File: src/design/ack_tracking_table_unit_macros.svh
// Assertion macros for the acknowledgment tracking table.
// Included by the top level only; bodies are empty when SYNTHESIS is defined.
`ifndef ACK_TRACKING_TABLE_UNIT_MACROS_SVH
`define ACK_TRACKING_TABLE_UNIT_MACROS_SVH
`ifndef SYNTHESIS
`define ATT_ASSERT_SAME(label, ante, cons) \
    label: assert property (@(posedge clk) disable iff (!rst_n) (ante) |-> (cons)) \
        else $error("assertion failed");
`define ATT_ASSERT_NEXT(label, ante, cons) \
    label: assert property (@(posedge clk) disable iff (!rst_n) (ante) |=> (cons)) \
        else $error("assertion failed");
`else
`define ATT_ASSERT_SAME(label, ante, cons)
`define ATT_ASSERT_NEXT(label, ante, cons)
`endif
`endif

File: src/design/att_ram.sv
// Generic single-write, single-read RAM with a registered read port.
// No dependencies.
module att_ram #(
    parameter int WIDTH = 8,
    parameter int DEPTH = 64
) (
    input  logic                     clk,
    input  logic                     we,
    input  logic [$clog2(DEPTH)-1:0] waddr,
    input  logic [WIDTH-1:0]         wdata,
    input  logic                     re,
    input  logic [$clog2(DEPTH)-1:0] raddr,
    output logic [WIDTH-1:0]         rdata
);
    logic [WIDTH-1:0] mem [DEPTH];
    logic [WIDTH-1:0] rdata_reg;

    always_ff @(posedge clk)
    begin
        if (we)
        begin
            mem[waddr] <= wdata;
        end
        if (re)
        begin
            rdata_reg <= mem[raddr];
        end
    end

    assign rdata = rdata_reg;
endmodule

File: config.mk
export PLATFORM = sky130hd
export DESIGN_NAME = att_ram
export DESIGN_NICKNAME = d
export VERILOG_FILES = /design/src/design/ack_tracking_table_unit_macros.svh /design/src/design/att_ram.sv
export SDC_FILE = /design/constraint.sdc
export NUM_CORES = 1
export LEC_CHECK = 0
export ABC_AREA = 1
export BUFFER_PORTS_ARGS = -buffer_cell sky130_fd_sc_hd__buf_4
export CELL_PAD_IN_SITES_DETAIL_PLACEMENT = 1
export CELL_PAD_IN_SITES_GLOBAL_PLACEMENT = 1
export CORE_ASPECT_RATIO = 1.1
export CORE_MARGIN = 5
export CORE_UTILIZATION = 45
export DETAILED_ROUTE_END_ITERATION = 10
export PLACE_DENSITY_LB_ADDON = 0.1
export SLEW_MARGIN = 20
export SYNTH_ARGS = -nofsm -noshare
export SYNTH_HDL_FRONTEND = slang
export SYNTH_SLANG_ARGS = --single-unit
File: constraint.sdc
create_clock -name clk -period 2.64 [get_ports clk]
set_input_delay 0.528 -clock clk [delete_from_list [all_inputs] [get_ports clk]]
set_output_delay 0.528 -clock clk [all_outputs]
set_load 0.01 [all_outputs]
==> results of run 1 <==
[path summary, 6_finish.rpt]
path,start,endpoint,slack (ns),depth (start not counted)
worst max register to register,mem[27][0]$_DFFE_PP_,rdata[0]$_DFFE_PP_,0.98,8
worst min register to register,mem[60][3]$_DFFE_PP_,rdata[3]$_DFFE_PP_,0.90,8
worst min-delay path,re,rdata[7]$_DFFE_PP_,0.29,1
worst max-delay path,raddr[0],rdata[0]$_DFFE_PP_,0.73,10
[where the power goes]
group | switching (mW) | internal [mW]
registers | 0.0249 | 9.16
clock network | 3.06 | 4.13
logic | 0.835 | 0.298
[layer usage]
layer / part of all wire / vias up / global-route usage
met4: 0.032 / 0 / 0.0767
met1: 0.43 / 7143 / 0.307
met2: 0.49 / 319 / 0.393
met3: 0.044 / 113 / 0.0303
li1: - / 6509 / -
met5: 0 / - / 0
[kinds of logic (layout without fill, tap and decap cells)]
family | after synthesis | count (layout) | share of synthesized area
DFF | 520 | 520 | 0.729
and+or+nand+nor | 1160 | 1160 | 0.231
buffers and inverters | 125 | 240 | 0.0401
[placed cells by master, fill, tap and decap left out]
| cell type | count |
|---|---|
| nand2_1 | 648 |
| edfxtp_1 | 520 |
| nand3_1 | 439 |
| buf_4 | 122 |
| nor2_1 | 56 |
| clkbuf_16 | 53 |
| clkinv_2 | 13 |
| buf_12 | 13 |
| clkinv_1 | 12 |
| inv_1 | 9 |
| nand4_1 | 9 |
| clkbuf_1 | 9 |
| nor4_1 | 8 |
| bufinv_16 | 5 |
| inv_6 | 1 |
| inv_4 | 1 |
| inv_2 | 1 |
| buf_6 | 1 |
[area by class of cell]
type                    instances  area, sq um
multi-input cells            1160         4950
repair buffers                136         1190
clock buffers                  62         1360
fillers                      4933        22700
well taps                     637          797
inverters                      12         52.6
clock inverters                30          260
flip-flops and latches        520        15600
[through the flow]
stage          utilization  instances  total power [mW]  hold slack [ns]
2_1_floorplan            -       1805              9.99            0.627
3_3_place_gp         0.481       2465              10.5            0.873
3_5_place_dp         0.481       2465              10.5            0.892
4_1_cts              0.516       2557              17.7            0.261
5_1_grt              0.516       2557              18.1            0.278
6_report             0.516       2557              17.5            0.293
==> impl_metrics.tcl, run 1 <==
set metrics [dict create \
    post-place-ws_ns 0.140 \
    skew_ns 0.0116 \
    max_freq_mhz 525 \
    synth_cells 1805 \
    coreArea_sq_um 46900 \
    maxSlewViolCount 0 \
    chipWidth_um 218 \
    largest_reg_flops 512 \
    drc 0 \
    crit_type "in2reg" \
    gp_congestion 0.789 \
    grtUsageTotal 0.230 \
    grt_overflow_total 0 \
    cts_resized 0 \
    slowest_delay_ns 0.48 \
    setup_viol 0 \
    layout_setup_ws_ns 0.735 \
    clk_pin_slew_ns 0.06 \
    clock_sinks 520 \
    async_reset_ff_frac 0 \
    cp_top_family "simple AND/OR/NAND/NOR gates" \
    path_max_fanout 46 \
    post-dp-hpwl_um 35700 \
    wl_per_cell_um 23.4 \
    finalHoldViolations 0 \
    drtPass1Iterations 5 \
    syn_area_sq_um 21400 \
    ys_ff_latch 520 \
    antenna_found_initial 0 \
    cp-end-kind "flop" \
    relSlewSlack 0.394 \
    yosys.cell_types.count 15 \
    yosys.cell_count.top_type "nand2_1" \
    path_cells "buf_6 -> buf_4 -> nand2_1 -> nand3_1 -> nand3_1 -> nand2_1 -> nand2_1 -> nand3_1 -> nand3_1 -> nand2_1" \
    tns_ns 0 \
    drt_iter0_markers 958 \
    grt_max_degree 83 \
    yosys_most_used_dff "edfxtp_1" \
    crit_arrival_ns 2.37 \
    ios 31 \
    synth.net_count 1828 \
    rows 83 \
    holdCritPathClass "in2reg" \
    vias_per_cell 5.51 \
    postCtsHoldBufs 0 \
    cap_viol_max_count 0 \
    grt_pass1_wl_um 90400 \
    vias 14100 \
    placed_area_sq_um 22600 \
    p_per_area_nw_per_um2 723 \
    cts_root_buffer "clkbuf_16" \
    status "finished clean" \
    dieArea_sq_um 52100 \
    fin_nets 1906 \
    h-tree-depth 2 \
    yosys.area.top_type "edfxtp_1" \
    synth.top_cell.area_share 0.729 \
    avgSynthCellArea_sq_um 11.9 \
    fin_crit_ns 1.91 \
    synth_commonest_cells "nand2_1 (648), edfxtp_1 (520), nand3_1 (439)" \
    grt_pass1_vias 14600 \
    cp_data_required_time_ns 3.10 \
    fin_crit_sh 0.722 \
    yosysWarnings 0 \
    post_cts_buffers 0 \
    synth-edff-count 520 \
    cts_made_buffers 53 \
    p_leak_nw 8.81 \
    final_cell_area_sq_um 24200 \
    tritoncts "done" \
    totalWireLength_um 59800 \
    start_kind "input port" \
    rsz0062_at_grt "false" \
    areaGrowthSynthToFinish_pct 13.1 \
    slowest_stage "buf_4" \
    path_buf_inv 2 \
    clkLatencyLatePin_ns 0.60 \
    drive_above_1_share 0.109 \
    synth_area_leaders "edfxtp_1 (73%), nand2_1 (11%), nand3_1 (10%)" \
    die_h_um 239 \
    cts.path.max_buffers 3 \
    tightest_slew_ns 0.910 \
    initial_utilization 0.456 \
    route.antenna.remaining_nets 0 \
    port_buffers 30 \
    antenna_cells 0 \
    ir_drop_uv 521 \
    ys_seq_area_frac 0.729 \
]
Note: power is estimated with default switching activity, not from simulation.
==> run 2: changes to the inputs <==
- clock period: 2.64 -> 1.67 ns (I/O delays scaled with it)
==> run 2 against run 1 <==
  * Worst setup slack got worse by 0.67 ns
  * Clock power increased by 63%
  * First-iteration DRC count increased by 12%
  * Combinational power increased by 81%
  * Hold slack got worse by 0.18 ns
  * Utilization increased by 2.5 points
  * Global-route usage increased by 0.78 points
  * Sequential share of layout area decreased by 3.0 points
==> impl_metrics.tcl, run 2 (synthesis results as in run 1) <==
set metrics [dict create \
    status "finished clean" \
    post-dp-hpwl_um 39200 \
    path_max_fanout 1 \
    antenna_found_initial 0 \
    maxSlewViolCount 0 \
    port_buffers 30 \
    start_kind "flop" \
    cts.path.max_buffers 3 \
    holdCritPathClass "in2reg" \
    path_buf_inv 1 \
    coreArea_sq_um 46900 \
    cp_data_required_time_ns 1.34 \
    rsz0062_at_grt "false" \
    fin_crit_ns 1.61 \
    wl_per_cell_um 23.5 \
    timing.hold.ws_ns 0.116 \
    die_h_um 239 \
    ios 31 \
    skew_ns 0.0315 \
    final_common_cell "nand2_1" \
    cp_top_family "flip-flops" \
    grt_overflow_total 0 \
    tightest_slew_ns 0.864 \
    finalHoldViolations 0 \
    route.antenna.remaining_nets 0 \
    ir_drop_uv 918 \
    chipWidth_um 218 \
    initial_utilization 0.456 \
    clock_sinks 520 \
    max_freq_mhz 623 \
    fin_cells 2630 \
    fin_nets 1980 \
    slowest_stage "edfxtp_1" \
    rows 83 \
    met1_usage 0.323 \
    met3_usage 0.0295 \
    dieArea_sq_um 52100 \
    grt_pass1_vias 14900 \
    grt_max_degree 65 \
    vias 14300 \
    vias_per_cell 5.45 \
    clkLatencyLatePin_ns 0.61 \
    tritoncts "done" \
    setup_viol 0 \
    grtUsageTotal 0.238 \
    crit_type "reg2out" \
    h-tree-depth 2 \
    areaGrowthSynthToFinish_pct 18.5 \
    grt_pass1_wl_um 93300 \
    drc 0 \
    drtPass1Iterations 5 \
    fin_crit_sh 0.961 \
    final_cell_mix "nand2_1 (648), edfxtp_1 (520), nand3_1 (438), buf_4 (165), clkbuf_16 (55)" \
    antenna_cells 0 \
    p_per_area_nw_per_um2 1110 \
    largest_reg_flops 512 \
    totalWireLength_um 61700 \
    post-place-ws_ns -0.488 \
    drt_iter0_markers 1075 \
    met2_usage 0.415 \
    drive_above_1_share 0.160 \
    cp-end-kind "output port" \
    crit_arrival_ns 1.27 \
    cts_root_buffer "clkbuf_16" \
    dp.cells 2539 \
    p_leak_nw 9.31 \
    path_cells "buf_4" \
    layout_setup_ws_ns 0.0647 \
    cts_made_buffers 53 \
    cap_viol_max_count 0 \
    top_usage_layer "met2" \
    clk_pin_slew_ns 0.06 \
    relSlewSlack 0.424 \
    slowest_delay_ns 0.47 \
    gp_congestion 0.797 \
]
[run 2: cell count changes in the layout (fill, tap and decap cells not counted), sizes merged]
cell / before / now
buf: 136 / 209
clkinv: 25 / 15
clkbuf: 62 / 69
clkinvlp: 0 / 2
bufinv: 5 / 6
[run 2: power breakdown]
| group | internal, mW | total (mW) | switching, mW |
|---|---|---|---|
| Combinational | 0.650 | 2.05 | 1.40 |
| Clock | 6.90 | 11.7 | 4.84 |
| Sequential | 14.5 | 14.5 | 0.0371 |
| Total | 22.0 | 28.3 | 6.28 |
[run 2: metrics by stage]
stage	total power, mW	area (sq um)	util	setup TNS, ns
CTS	28.6	25400	0.541	0
global route	29.3	25400	0.541	0
detailed placement	16.9	23700	0.505	-3.14
floorplan	15.8	21600	-	-27.23
global placement	16.8	23700	0.505	-2.76
finish	28.3	25400	0.541	0
[run 2: area by class of cell]
type	instances	area [sq um]
Clock inverter	23	263
Sequential cell	520	15600
Tap cell	637	797
Clock buffer	68	1430
Fill cell	4882	21500
Timing Repair Buffer	210	2130
Inverter	12	63.8
Multi-Input combinational cell	1160	5090
[run 2: path summary, 6_finish.rpt]
| check | startpoint | end | slack (ns) | depth (start not counted) |
|---|---|---|---|---|
| max reg2reg | mem[59][7]$_DFFE_PP_ | rdata[7]$_DFFE_PP_ | 0.12 | 8 |
| max | rdata[6]$_DFFE_PP_ | rdata[6] | 0.06 | 1 |
| min | re | rdata[6]$_DFFE_PP_ | 0.12 | 1 |
| min reg2reg | mem[12][7]$_DFFE_PP_ | rdata[7]$_DFFE_PP_ | 0.90 | 8 |
[run 2: repair_timing]
item,CTS,global route
setup endpoints to repair,0,1
gates resized for setup,0,1
hold buffers,0,0
endpoints found under the hold margin,0,0
setup buffers,0,0
[run 2: routing by layer]
layer,share of wire,vias to the layer above
li1,-,6656
met5,0,-
met1,0.44,7299
met4,0.017,0
met3,0.044,60
met2,0.50,316
==> run 3: changes to the inputs <==
- ABC_AREA: 1 -> 0
==> run 3 against run 2 <==
  * The flow now finishes with violations (setup timing)
  * First-iteration DRC count fell by 20%
  * Register-to-register slack worse by 0.49 ns
  * Clock power about the same
  * Non-clock buffer count is 7 lower
  * Cell count is 33% lower
  * Worst setup slack got worse by 0.43 ns
  * Combinational power decreased by 17%
  * Clock skew decreased by 0.023 ns
  * Fmax shrank 21%
==> impl_metrics.tcl, run 3 <==
set metrics [dict create \
    yosysWarnings 0 \
    synth_commonest_cells "edfxtp_1 (520), mux4_2 (126), nor2_1 (83)" \
    p_per_area_nw_per_um2 1130 \
    chipWidth_um 212 \
    setup_viol 8 \
    yosys.area.top_type "edfxtp_1" \
    vias 10000 \
    r2r-end "rdata[6]$_DFFE_PP_" \
    clk_pin_slew_ns 0.06 \
    cts.path.max_buffers 3 \
    grt_pass1_vias 11000 \
    cap_viol_max_count 0 \
    endpoint "rdata[6]$_DFFE_PP_" \
    status "complete, but fails checks" \
    synth.top_cell.area_share 0.771 \
    avgSynthCellArea_sq_um 21.5 \
    drc 0 \
    coreArea_sq_um 44500 \
    final_common_cell "edfxtp_1" \
    final_cell_mix "edfxtp_1 (520), buf_4 (161), mux4_2 (126), clkbuf_16 (53), nor2_1 (47)" \
    vias_per_cell 5.68 \
    grt_overflow_total 0 \
    areaGrowthSynthToFinish_pct 22.6 \
    post_cts_buffers 0 \
    synth_area_leaders "edfxtp_1 (77%), mux4_2 (14%), nor2_1 (1.5%)" \
    largest_reg_flops 512 \
    tns_ns -2.20 \
    clock_sinks 520 \
    drtPass1Iterations 5 \
    finalHoldViolations 0 \
    tightest_slew_ns 0.741 \
    cp_data_required_time_ns 1.99 \
    rows 81 \
    synth_cells 940 \
    h-tree-depth 2 \
    ys_ff_latch 520 \
    violations "setup timing" \
    fin_crit_ns 2.04 \
    holdCritPathClass "in2reg" \
    synth-edff-count 520 \
    antenna_cells 0 \
    drt_iter0_markers 857 \
    relSlewSlack 0.506 \
    layout_setup_ws_ns -0.366 \
    reg2reg_slack_ns -0.37 \
    ir_drop_uv 900 \
    post-dp-hpwl_um 33400 \
    p_leak_nw 8.05 \
    min-delay-start "re" \
    fin_crit_sh 1.22 \
    yosys_most_used_dff "edfxtp_1" \
    regArea_sq_um 15600 \
    syn_area_sq_um 20200 \
    fillerInstances 3783 \
    drive_above_1_share 0.401 \
    crit_start "mem[20][6]$_DFFE_PP_" \
    gp_congestion 0.802 \
    skew_ns 0.00895 \
    ios 31 \
    wl_per_cell_um 28.5 \
    port_buffers 30 \
    postCtsHoldBufs 0 \
    start_kind "flop" \
    totalWireLength_um 50400 \
    path_max_fanout 1 \
    yosys.cell_types.count 39 \
    grt_max_degree 65 \
    die_h_um 232 \
    cp-end-kind "flop" \
    crit_arrival_ns 2.36 \
    multi_input_area_sq_um 4710 \
    maxSlewViolCount 0 \
    tritoncts "done" \
    antenna_found_initial 0 \
    crit_type "reg2reg" \
    timing.rr.start "mem[20][6]$_DFFE_PP_" \
    cts_made_buffers 52 \
    initial_utilization 0.455 \
    fin_nets 1169 \
    async_reset_ff_frac 0 \
    max_freq_mhz 491 \
    rr_worst_depth 6 \
    route.antenna.remaining_nets 0 \
    rsz0062_at_grt "true" \
    cts_root_buffer "clkbuf_16" \
    grtUsageTotal 0.211 \
    finalCoreUtilization 0.558 \
    synth.net_count 963 \
    dieArea_sq_um 49300 \
    clkLatencyLatePin_ns 0.58 \
    grt_pass1_wl_um 75000 \
    yosys.cell_count.top_type "edfxtp_1" \
    ys_seq_area_frac 0.771 \
]
## run 3: changes by cell type in the layout (fill, tap and decap cells not counted), moves of 8 or more
cell,before,now
nor2_1,34,47
clkbuf_1,13,4
nor2_2,18,6
nand3_1,438,11
o221ai_1,0,8
nand2_1,648,17
o22ai_1,0,8
nor2_4,4,30
mux2i_1,0,23
mux2_2,0,10
nor2b_1,0,13
mux4_2,0,126
## run 3: cell type report
cell class / count / area share
clock buffers: 57 / 0.0540
repair buffers: 203 / 0.0820
clock inverters: 38 / 0.0158
well taps: 581 / 0.0293
multi-input cells: 369 / 0.190
flip-flops and latches: 520 / 0.629
## run 3: worst min-delay path by stage
| stage | to | slack [ns] | cells past startpoint |
|---|---|---|---|
| final | rdata[1]$_DFFE_PP_ | 0.1 | 1 |
| after detailed placement | rdata[1]$_DFFE_PP_ | 0.69 | 1 |
| after global placement | rdata[6]$_DFFE_PP_ | 0.69 | 1 |
| after floorplan | mem[0][0]$_DFFE_PP_ | 0.43 | 0 |
| after global routing | rdata[1]$_DFFE_PP_ | 0.08 | 1 |
| after CTS | rdata[1]$_DFFE_PP_ | 0.07 | 1 |
## run 3: stage by stage
step                      worst slack [ns]  power [mW]  hold slack (ns)  std cells  instance area, sq um
after detailed placement             -1.02        16.5            0.688       1674                 23000
after global routing                -0.455        29.1           0.0787       1768                 24800
final                               -0.366        28.1           0.0982       1768                 24800
after global placement               -1.01        16.5            0.693       1674                 23000
after CTS                           -0.386        28.4           0.0677       1768                 24800
after floorplan                     -0.349        15.6            0.433        940                 20500
## run 3: layer usage
layer | vias to the layer above | routed length, um | GRT usage
met5 | - | 0 | 0
met4 | 0 | 1200 | 0.0568
met3 | 72 | 2450 | 0.0356
met2 | 232 | 25900 | 0.359
met1 | 5370 | 20900 | 0.285
li1 | 4361 | - | -
## run 3: logic make-up after synthesis
kind of cell	synth area share
AND/OR/NAND/NOR	0.0337
multiplexers	0.159
flip-flops	0.771
buffers and inverters	0.0156
AO/OA/AOI/OAI	0.0206
## run 3: what timing repair did
item,in CTS,in global routing
gates resized for setup,25,4
pin swaps,4,2
setup endpoints to repair,8,8
## run 3: power breakdown
group / total (mW) / switching, mW / internal [mW]
registers: 14.5 / 0.0458 / 14.5
clock network: 11.8 / 4.83 / 7.02
logic: 1.70 / 0.952 / 0.749
## run 3: critical path, stage by stage, from the launching register on
cell      delay [ns]
edfxtp_1        0.37
mux4_2          0.47
mux2_4          0.30
o221a_4         0.26
nor3_2          0.15
buf_4           0.15
o32ai_1         0.08
